<file path="config.mk">
export PLATFORM = sky130hd
export DESIGN_NAME = chroma_key_spill_blend
export DESIGN_NICKNAME = d
export VERILOG_FILES = /design/src/design/ckb_pkg.sv /design/src/design/chroma_key_spill_blend.sv /design/src/design/ckb_key.sv /design/src/design/ckb_mix.sv
export SDC_FILE = /design/constraint.sdc
export NUM_CORES = 1
export LEC_CHECK = 0
export BUFFER_PORTS_ARGS = -buffer_cell sky130_fd_sc_hd__buf_4
export CORE_MARGIN = 2
export CORE_UTILIZATION = 40
export CTS_CLUSTER_DIAMETER = 60
export DETAILED_ROUTE_END_ITERATION = 16
export PLACE_DENSITY = 0.58
export SETUP_SLACK_MARGIN = 0.4
export SLEW_MARGIN = 20
export SYNTH_ARGS = -nofsm -noshare
export SYNTH_HDL_FRONTEND = slang
export SYNTH_SLANG_ARGS = --single-unit
</file>
<file path="constraint.sdc">
create_clock -name clk_i -period 9 [get_ports clk_i]
set_clock_uncertainty 0.2 [all_clocks]
set_input_delay 1.8 -clock clk_i [delete_from_list [all_inputs] [get_ports clk_i]]
set_output_delay 1.8 -clock clk_i [all_outputs]
set_load 0.005 [all_outputs]
</file>
<file path="src/design/ckb_pkg.sv">
// ckb_pkg: shared constants and types for the chroma key spill blend block.
// No dependencies.
package ckb_pkg;

  localparam int unsigned PixW    = 8;
  localparam int unsigned LumaN   = 4;

  localparam logic [PixW-1:0] KeyThrReset = 8'd51;
  localparam logic [3:0]      KeyGain     = 4'd6;
  localparam logic [10:0]     KeyLimit    = 11'd255;

  localparam logic [16:0] SpillUMul   = 17'd211;
  localparam logic [16:0] SpillVMul   = 17'd179;
  localparam logic [16:0] SpillOffset = 17'd4091;
  localparam logic [16:0] SpillU2Mul  = 17'd21;
  localparam logic [16:0] SpillV2Mul  = 17'd232;
  localparam logic [16:0] SpillLimit  = 17'd32498;
  localparam logic [PixW-1:0] SpillUv = 8'd128;

  typedef logic [PixW-1:0] pix_t;

  typedef struct packed {
    logic key_on;
    logic spill;
  } key_t;

endpackage

</file>
<file path="src/design/chroma_key_spill_blend.sv">
// chroma_key_spill_blend: top level, input register, key logic, six blend units,
// result register. Depends on ckb_pkg, ckb_key, ckb_mix.
//
// Usage:
//  - Input: a transaction is taken at a rising edge with start_i high and busy_o
//    low. busy_o is always low, so one 2x2 block can be taken every clock.
//  - Output: the blended block is on out_* for exactly one cycle with done_o
//    high, after the input register and then the result register. The receiver
//    cannot stall; a result not taken in that cycle is gone.
//  - Throughput: one block per clock, set by the single combinational pass
//    (key compare, spill test, one blend add) between the two registers.
//  - Config: key_v_threshold_i is written at an edge with key_v_threshold_we_i
//    high; write only while no transaction is in flight.
//  - Reset: rst_ni low clears the valid flags and loads the threshold with 51;
//    no result strobe follows reset until a new transaction is taken.
module chroma_key_spill_blend import ckb_pkg::*; (
  input  logic clk_i,
  input  logic rst_ni,
  input  logic start_i,
  output logic busy_o,
  input  logic key_v_threshold_we_i,
  input  pix_t key_v_threshold_i,
  input  pix_t fg_v_i,
  input  pix_t fg_u_i,
  input  pix_t bg_v_i,
  input  pix_t bg_u_i,
  input  pix_t fg_y_top_left_i,
  input  pix_t fg_y_top_right_i,
  input  pix_t fg_y_bottom_left_i,
  input  pix_t fg_y_bottom_right_i,
  input  pix_t bg_y_top_left_i,
  input  pix_t bg_y_top_right_i,
  input  pix_t bg_y_bottom_left_i,
  input  pix_t bg_y_bottom_right_i,
  output logic done_o,
  output pix_t out_v_o,
  output pix_t out_u_o,
  output pix_t out_y_top_left_o,
  output pix_t out_y_top_right_o,
  output pix_t out_y_bottom_left_o,
  output pix_t out_y_bottom_right_o
);

  pix_t thr_q;
  logic in_vld_q, out_vld_q;
  pix_t fg_v_q, fg_u_q, bg_v_q, bg_u_q;
  pix_t fg_y_q [LumaN];
  pix_t bg_y_q [LumaN];

  key_t key;
  pix_t fg_v_sel, fg_u_sel;
  pix_t v_d, u_d;
  pix_t y_d [LumaN];
  pix_t v_q, u_q;
  pix_t y_q [LumaN];

  logic accept;

  assign busy_o = 1'b0;
  assign accept = start_i && !busy_o;

  always_ff @(posedge clk_i or negedge rst_ni) begin
    if (!rst_ni) begin
      thr_q     <= KeyThrReset;
      in_vld_q  <= 1'b0;
      out_vld_q <= 1'b0;
    end else begin
      if (key_v_threshold_we_i) begin
        thr_q <= key_v_threshold_i;
      end
      in_vld_q  <= accept;
      out_vld_q <= in_vld_q;
    end
  end

  always_ff @(posedge clk_i) begin
    if (accept) begin
      fg_v_q     <= fg_v_i;
      fg_u_q     <= fg_u_i;
      bg_v_q     <= bg_v_i;
      bg_u_q     <= bg_u_i;
      fg_y_q[0]  <= fg_y_top_left_i;
      fg_y_q[1]  <= fg_y_top_right_i;
      fg_y_q[2]  <= fg_y_bottom_left_i;
      fg_y_q[3]  <= fg_y_bottom_right_i;
      bg_y_q[0]  <= bg_y_top_left_i;
      bg_y_q[1]  <= bg_y_top_right_i;
      bg_y_q[2]  <= bg_y_bottom_left_i;
      bg_y_q[3]  <= bg_y_bottom_right_i;
    end
  end

  ckb_key u_key (
    .fg_v_i (fg_v_q),
    .fg_u_i (fg_u_q),
    .thr_i  (thr_q),
    .key_o  (key)
  );

  assign fg_v_sel = key.spill ? SpillUv : fg_v_q;
  assign fg_u_sel = key.spill ? SpillUv : fg_u_q;

  ckb_mix u_mix_v (
    .fg_i     (fg_v_sel),
    .bg_i     (bg_v_q),
    .key_on_i (key.key_on),
    .mix_o    (v_d)
  );

  ckb_mix u_mix_u (
    .fg_i     (fg_u_sel),
    .bg_i     (bg_u_q),
    .key_on_i (key.key_on),
    .mix_o    (u_d)
  );

  for (genvar g = 0; g < LumaN; g++) begin : g_luma
    ckb_mix u_mix_y (
      .fg_i     (fg_y_q[g]),
      .bg_i     (bg_y_q[g]),
      .key_on_i (key.key_on),
      .mix_o    (y_d[g])
    );
  end

  always_ff @(posedge clk_i) begin
    if (in_vld_q) begin
      v_q <= v_d;
      u_q <= u_d;
      for (int i = 0; i < LumaN; i++) begin
        y_q[i] <= y_d[i];
      end
    end
  end

  assign done_o               = out_vld_q;
  assign out_v_o              = v_q;
  assign out_u_o              = u_q;
  assign out_y_top_left_o     = y_q[0];
  assign out_y_top_right_o    = y_q[1];
  assign out_y_bottom_left_o  = y_q[2];
  assign out_y_bottom_right_o = y_q[3];

endmodule

</file>
<file path="src/design/ckb_key.sv">
// ckb_key: key decision from foreground V and green spill detection.
// Depends on ckb_pkg.
module ckb_key import ckb_pkg::*; (
  input  pix_t fg_v_i,
  input  pix_t fg_u_i,
  input  pix_t thr_i,
  output key_t key_o
);

  pix_t        diff;
  logic [10:0] scaled;
  logic [16:0] u_term;
  logic [16:0] v_term;
  logic [16:0] sum2;

  assign diff   = (fg_v_i > thr_i) ? (fg_v_i - thr_i) : '0;
  assign scaled = {3'b000, diff} * {7'd0, KeyGain};

  assign u_term = SpillUMul * {9'd0, fg_u_i};
  assign v_term = SpillOffset + SpillVMul * {9'd0, fg_v_i};
  assign sum2   = SpillU2Mul * {9'd0, fg_u_i} + SpillV2Mul * {9'd0, fg_v_i};

  assign key_o.key_on = scaled > KeyLimit;
  assign key_o.spill  = (u_term > v_term) && (sum2 < SpillLimit);

endmodule

</file>
<file path="src/design/ckb_mix.sv">
// ckb_mix: blends one foreground and one background byte with weight 255 or 0.
// Depends on ckb_pkg.
module ckb_mix import ckb_pkg::*; (
  input  pix_t fg_i,
  input  pix_t bg_i,
  input  logic key_on_i,
  output pix_t mix_o
);

  logic [15:0] acc;

  // 255*fg + bg = (fg << 8) - fg + bg
  assign acc   = {fg_i, 8'd0} - {8'd0, fg_i} + {8'd0, bg_i};
  assign mix_o = key_on_i ? acc[15:8] : bg_i;

endmodule
</file>
# == After elaboration in Yosys (flattened, before gate mapping) ==
# Memory sizes are Yosys's and may differ from the RTL's.
# Index checks and enable logic that the tools add are counted.
# totals
mem_bits_rw,96
reg_bits,58
wordCells,50
output_inout_bits,50
input_bits,108
mem_count,3
# classes
n_reduce_logical,1
mux,13
addsub,15
n_lt_le_gt_ge,4
n_mul,5
# memory_table
name,words,word_bits,rd,rd_clocked_by_memory_dff,wr,line,rtl
bg_y_q,4,8,4,0,4,chroma_key_spill_blend.sv:48,pix_t bg_y_q [LumaN];
fg_y_q,4,8,4,0,4,chroma_key_spill_blend.sv:47,pix_t fg_y_q [LumaN];
y_q,4,8,4,0,4,chroma_key_spill_blend.sv:55,pix_t y_q [LumaN];
# op_table
cell,n
16-bit by 8-bit adder with 16-bit output,6
16-bit by 8-bit subtractor with 16-bit output,6
8-bit 2-to-1 mux,9
"8-bit by 8-bit multiplier with 16-bit output, first input constant",2
"5-bit by 8-bit multiplier with 13-bit output, first input constant",2
"12-bit by 16-bit adder with 17-bit output, first input constant",1
13-bit by 16-bit adder with 17-bit output,1
16-bit by 17-bit > comparator with 1-bit output,1
"17-bit by 15-bit less-than comparator with 1-bit output, second input constant",1
"11-bit by 8-bit > comparator with 1-bit output, second input constant",1
"8-bit by 2-bit multiplier with 10-bit output, second input constant",1
8-bit > comparator,1
8-bit subtractor,1
1-bit 2-to-1 mux,4
1-bit logical AND,1

# == Logic depth before layout (Yosys ltp) ==
# depth
ltp_word,8
ltp_mapped,39
ltp_nobuf,37

# == By module ==
# Synthesis repeated with hierarchy kept, for this count alone.
# hier_totals
hier_cells,1212
area_unflattened_um2,13082.5
# modules_own_cells
module,instances,cells_each,area_each_um2,seq_area_each_um2
ckb_key,1,631,5436.5,0.0
chroma_key_spill_blend,1,182,4838.4,4579.4
ckb_mix (g_luma[0].u_mix_y ...),3,70,518.0,0.0
ckb_mix (g_luma[3].u_mix_y ...),3,63,417.9,0.0

# == Worst setup path before layout ==
# Ideal clock, no wire load.
# synth_timing
path_type,register -> register
start,reg fg_u_q[5]
end,"reg u_q[5], in the netlist out_u_o[5] (data pin)"
stages_incl_launch_ff,38
required_ns,8.534
synth_period_minus_slack_ns,8.032
slack_ns,0.968
arrival_ns,7.566
setup_ns,0.266
path_buffers,3
path_cell_list,edfxtp_1 ha_1 ha_1 inv_1 fa_1 fa_1 inv_1 ha_1 nor3b_1 o21ai_0 a21oi_1 o21a_1 o21ai_0 nand2b_1 a21o_1 a21o_1 or4_1 and3_1 (+2 left out) a211oi_1 nand3_1 a311o_1 a21o_2 buf_6 buf_2 nand2_1 ha_1 a21o_1 a21o_1 a21o_1 a21o_1 a21oi_1 o21a_1 buf_1 nand3_1 o211ai_1 a22oi_1
# synth_via
elab_chain_cells,8
word_cells_on_any_way,10
classes_between,add/sub (3); mul (2); order compare (2); mux (2); reduce/logical (1)
# synth_rtl
item,line,rtl
"start, declared",chroma_key_spill_blend.sv:46,"pix_t fg_v_q, fg_u_q, bg_v_q, bg_u_q;"
"start signal, assigned",chroma_key_spill_blend.sv:79,fg_u_q <= fg_u_i;
5-bit by 8-bit multiplier with 13-bit output,ckb_key.sv:21,"assign sum2 = SpillU2Mul * {9'd0, fg_u_i} + SpillV2Mul * {9'd0, fg_v_i};"
13-bit by 16-bit adder with 17-bit output,ckb_key.sv:21,
17-bit by 15-bit less-than comparator with 1-bit output,ckb_key.sv:24,assign key_o.spill = (u_term > v_term) && (sum2 < SpillLimit);
1-bit logical AND,ckb_key.sv:24,
8-bit 2-to-1 mux (*),chroma_key_spill_blend.sv:101,assign fg_u_sel = key.spill ? SpillUv : fg_u_q;
16-bit by 8-bit subtractor with 16-bit output (*),ckb_mix.sv:13,"assign acc = {fg_i, 8'd0} - {8'd0, fg_i} + {8'd0, bg_i};"
16-bit by 8-bit adder with 16-bit output (*),ckb_mix.sv:13,
8-bit 2-to-1 mux (*),ckb_mix.sv:14,assign mix_o = key_on_i ? acc[15:8] : bg_i;
via u_d[5],chroma_key_spill_blend.sv:52,"pix_t v_d, u_d;"
"end signal, assigned",chroma_key_spill_blend.sv:129,u_q <= u_d;
"end, declared",chroma_key_spill_blend.sv:54,"pix_t v_q, u_q;"
# Mark *: on every way through the listed nets, which the timed path passes. The rest lies on a longest branch.
# A chain may end at the register's enable or synchronous reset.

# == Final worst setup path ==
# layout_timing
start,reg fg_v_q[2]
end,"reg u_q[3], in the netlist out_u_o[3] (data pin)"
# layout_via
elab_chain_cells,8
word_cells_on_any_way,16
classes_between,add/sub (5); mul (3); order compare (4); mux (3); reduce/logical (1)
# layout_rtl
item,line,rtl
"start, declared",chroma_key_spill_blend.sv:46,
"start signal, assigned",chroma_key_spill_blend.sv:78,fg_v_q <= fg_v_i;
8-bit by 8-bit multiplier with 16-bit output / 5-bit by 8-bit multiplier with 13-bit output (equally long branches),"ckb_key.sv:20, ckb_key.sv:21",
12-bit by 16-bit adder with 17-bit output / 13-bit by 16-bit adder with 17-bit output (equally long branches),"ckb_key.sv:20, ckb_key.sv:21",
16-bit by 17-bit > comparator with 1-bit output / 17-bit by 15-bit less-than comparator with 1-bit output (equally long branches),ckb_key.sv:24,
1-bit logical AND,ckb_key.sv:24,
8-bit 2-to-1 mux,chroma_key_spill_blend.sv:101,
16-bit by 8-bit subtractor with 16-bit output,ckb_mix.sv:13,
16-bit by 8-bit adder with 16-bit output,ckb_mix.sv:13,
8-bit 2-to-1 mux (*),ckb_mix.sv:14,
via u_d[3],chroma_key_spill_blend.sv:52,
# Marks and branches as above.

==> results.toml <==
[status]
status = "finished clean"

[place]
gp_congestion = 0.871
numPortBuffers = 156
dp_hpwl_um = 23500

[hold_path]
hp-class = "register to register"

[critical_path]
cpMaxStageDelayCell = "edfxtp_1"
cp-start-kind = "register"
critical_path_buf_inv_count = 4
end_kind = "register"
cp_common_cell = "a21o_1"
critPathMaxFanout = 16
path_delay_family = "adder cells"
worstPathArrival_ns = 8.26
worst_ep_required_time_ns = 9.05
critPathKind = "register to register"
cp_slowest_stage_delay_ns = 0.55

[timing]
tns_ns = 0
slew_headroom = 0.409
finalCritPeriodShare = 0.912
rsz0062_at_grt = "no"
hold_viol = 0
tightest_slew_ns = 0.887
slew_viol_final = 0
setup_viol = 0
max_freq_mhz = 122
finalCriticalPeriod_ns = 8.21

[global_routing]
grt_overflow = 0
grt_max_degree = 69
antenna_found_initial = 0
grt_usage = 0.185
grt_pass1_wl_um = 47800
grt_pass1_vias = 9280

[routing]
finalWirelength_um = 29800
final_antenna_net_count = 0
vias = 9231
drc = 0
drt_iter0_drc = 474
vias_per_cell = 5.12
first_pass_iters = 5
wl_per_cell_um = 16.5

[floorplan]
io_pins = 158
dieArea_um2 = 33100
die_y_um = 182
row_count = 65
core_region_area_um2 = 31400
die_x_um = 182
start_util = 0.403

[final_layout]
layout_commonest_cell = "ha_1"
syn2layout_area_growth_pct = 19.3
diodes = 0
final_layout_size_suffix_gt1_frac = 0.179
final_core_util = 0.481
layout_common_cells = "ha_1, inv_1, buf_4, edfxtp_1, nand2_1"
nets = 1762

[yosys]
ys.flop_type = "edfxtp_1"
synth_cell_types = 71
synth-seq-cells = 154
syn_inst = 1202
ys_seq_area_frac = 0.362
synth-edff-count = 144
synth_nets = 1576
synth.cell_area_um2 = 12700
yosysWarnings = 0
ys_async_sr_fraction = 0.0649
syn_area_per_cell_um2 = 10.5

[power_and_ir_drop]
switching_share = 0.453
power_density_nw_per_um2 = 345
p_leak_uw = 0.00714
p_sw_uw = 2360
p_int_uw = 2850
irDropWorstVdd_v = 0.000216
seqPwrFrac = 0.202
power_frac_clock = 0.138
pwr-share-comb = 0.660

[cts]
htreeDepth = 4
cts_tree = "yes"
cts_sinks = 154
cts_root_buf = "clkbuf_16"
path_clk_slew_ns = 0.07
clock_insertion_delay_worst_skew_ns = 0.43
clockBufferDepth = 2
cts_buffers = 17

[job]
cap_violations = 0
## worst register-to-register path: cells and delay by family, from the launching register on
family | cells | cell delay (ns)
adders and majority gates | 8 | 3.24
AOI/OAI and AO/OA | 12 | 2.50
and+or+nand+nor | 6 | 0.86
DFF | 1 | 0.55
xor gates and xnor gates | 2 | 0.35
buffers and inverters | 4 | 0.32
## path summary, 6_finish.rpt
path | startpoint | slack (ns) | end | depth (start not counted)
setup / recovery | fg_v_q[2]$_DFFE_PP_ | 0.79 | out_u_o[3]$_DFFE_PP_ | 32
hold / removal | thr_q[4]$_DFFE_PN1P_ | 0.34 | thr_q[4]$_DFFE_PN1P_ | 2
setup reg to reg | fg_v_q[2]$_DFFE_PP_ | 0.79 | out_u_o[3]$_DFFE_PP_ | 32
hold reg to reg | thr_q[4]$_DFFE_PN1P_ | 0.34 | thr_q[4]$_DFFE_PN1P_ | 2
max in group asynchronous | rst_ni | 7.39 | thr_q[5]$_DFFE_PN1P_ | 1
min in group asynchronous | rst_ni | 0.98 | thr_q[7]$_DFFE_PN0P_ | 1
## sequential cells by signal (all words and copies together), names as in the netlist
name	count
out_v_o	8
bg_v_q	8
in_vld_q	1
fg_y_q	32
out_u_o	8
done_o	1
y_q	32
fg_v_q	8
bg_u_q	8
thr_q	8
bg_y_q	32
fg_u_q	8
## final cells by class
type                    count  area, um^2
inverters                 190         713
flip-flops and latches    154        4580
well taps                 402         503
repair buffers            187        1400
clock buffers              17         425
fillers                  2929       16300
clock inverters            15         165
multi-input cells         838        7310
## power groups by stage
| stage | clock, uW | combinational (uW) | sequential (uW) |
|---|---|---|---|
| 3_3_place_gp | 0 | 3300 | 1070 |
| 3_5_place_dp | 0 | 3370 | 1070 |
| 6_report | 720 | 3440 | 1050 |
| 4_1_cts | 737 | 3390 | 1060 |
| 5_1_grt | 765 | 3900 | 1070 |
| 2_1_floorplan | 0 | 2520 | 1050 |
## synth_stat cells (6+ instances only)
cell | count | share of area
and2_1 | 6 | 0.0030
nor3_1 | 23 | 0.0091
nand3_1 | 15 | 0.0059
o2111ai_1 | 11 | 0.0076
nor2_1 | 55 | 0.016
a31oi_1 | 17 | 0.0084
dfrtp_1 | 6 | 0.012
inv_1 | 190 | 0.056
a21o_1 | 41 | 0.024
o21ai_0 | 67 | 0.026
o21a_1 | 14 | 0.0083
a21oi_1 | 38 | 0.015
edfxtp_1 | 144 | 0.34
nand2_1 | 75 | 0.022
clkbuf_1 | 12 | 0.0036
o211ai_1 | 11 | 0.0065
ha_1 | 215 | 0.21
xnor2_1 | 44 | 0.030
nor2b_1 | 9 | 0.0044
nand4_1 | 7 | 0.0035
buf_2 | 6 | 0.0024
xor2_1 | 17 | 0.012
a211oi_1 | 14 | 0.0083
nand2b_1 | 14 | 0.0069
and3_1 | 7 | 0.0035
fa_1 | 51 | 0.081
## per-layer routing
metal  GRT usage  share of wire  vias up
li1            -              -     4646
met1       0.245           0.45     4355
met2       0.310           0.48      203
met3      0.0379          0.050       27
met4      0.0503          0.017        0
met5           0              0        -
## cell families (layout without fill, tap and decap cells)
logic type	count (synthesis)	count (layout)	share of synthesized area
adders and majority gates	266	266	0.293
buffers and inverters	211	409	0.0641
other	1	1	0.000296
DFF	154	154	0.362
AOI/OAI and AO/OA	266	267	0.142
and+or+nand+nor	238	238	0.0918
xor gates and xnor gates	61	61	0.0422
muxes	5	5	0.00425
## metrics by stage
step	std cells	cell area, um^2	power [uW]	hold WS [ns]	setup WS [ns]
2_1_floorplan	1202	12700	3570	0.280	0.968
3_3_place_gp	1752	14300	4370	0.325	0.595
3_5_place_dp	1752	14300	4440	0.330	0.411
4_1_cts	1784	14900	5180	0.340	0.401
5_1_grt	1803	15100	5730	0.385	0.365
6_report	1803	15100	5210	0.337	0.792
## repair_timing
action / in CTS / in global routing
setup endpoints to repair: 0 / 16
hold buffers: 0 / 0
buffers inserted: 0 / 18
gates resized for setup: 0 / 7
(Power assumes the default switching activity.)
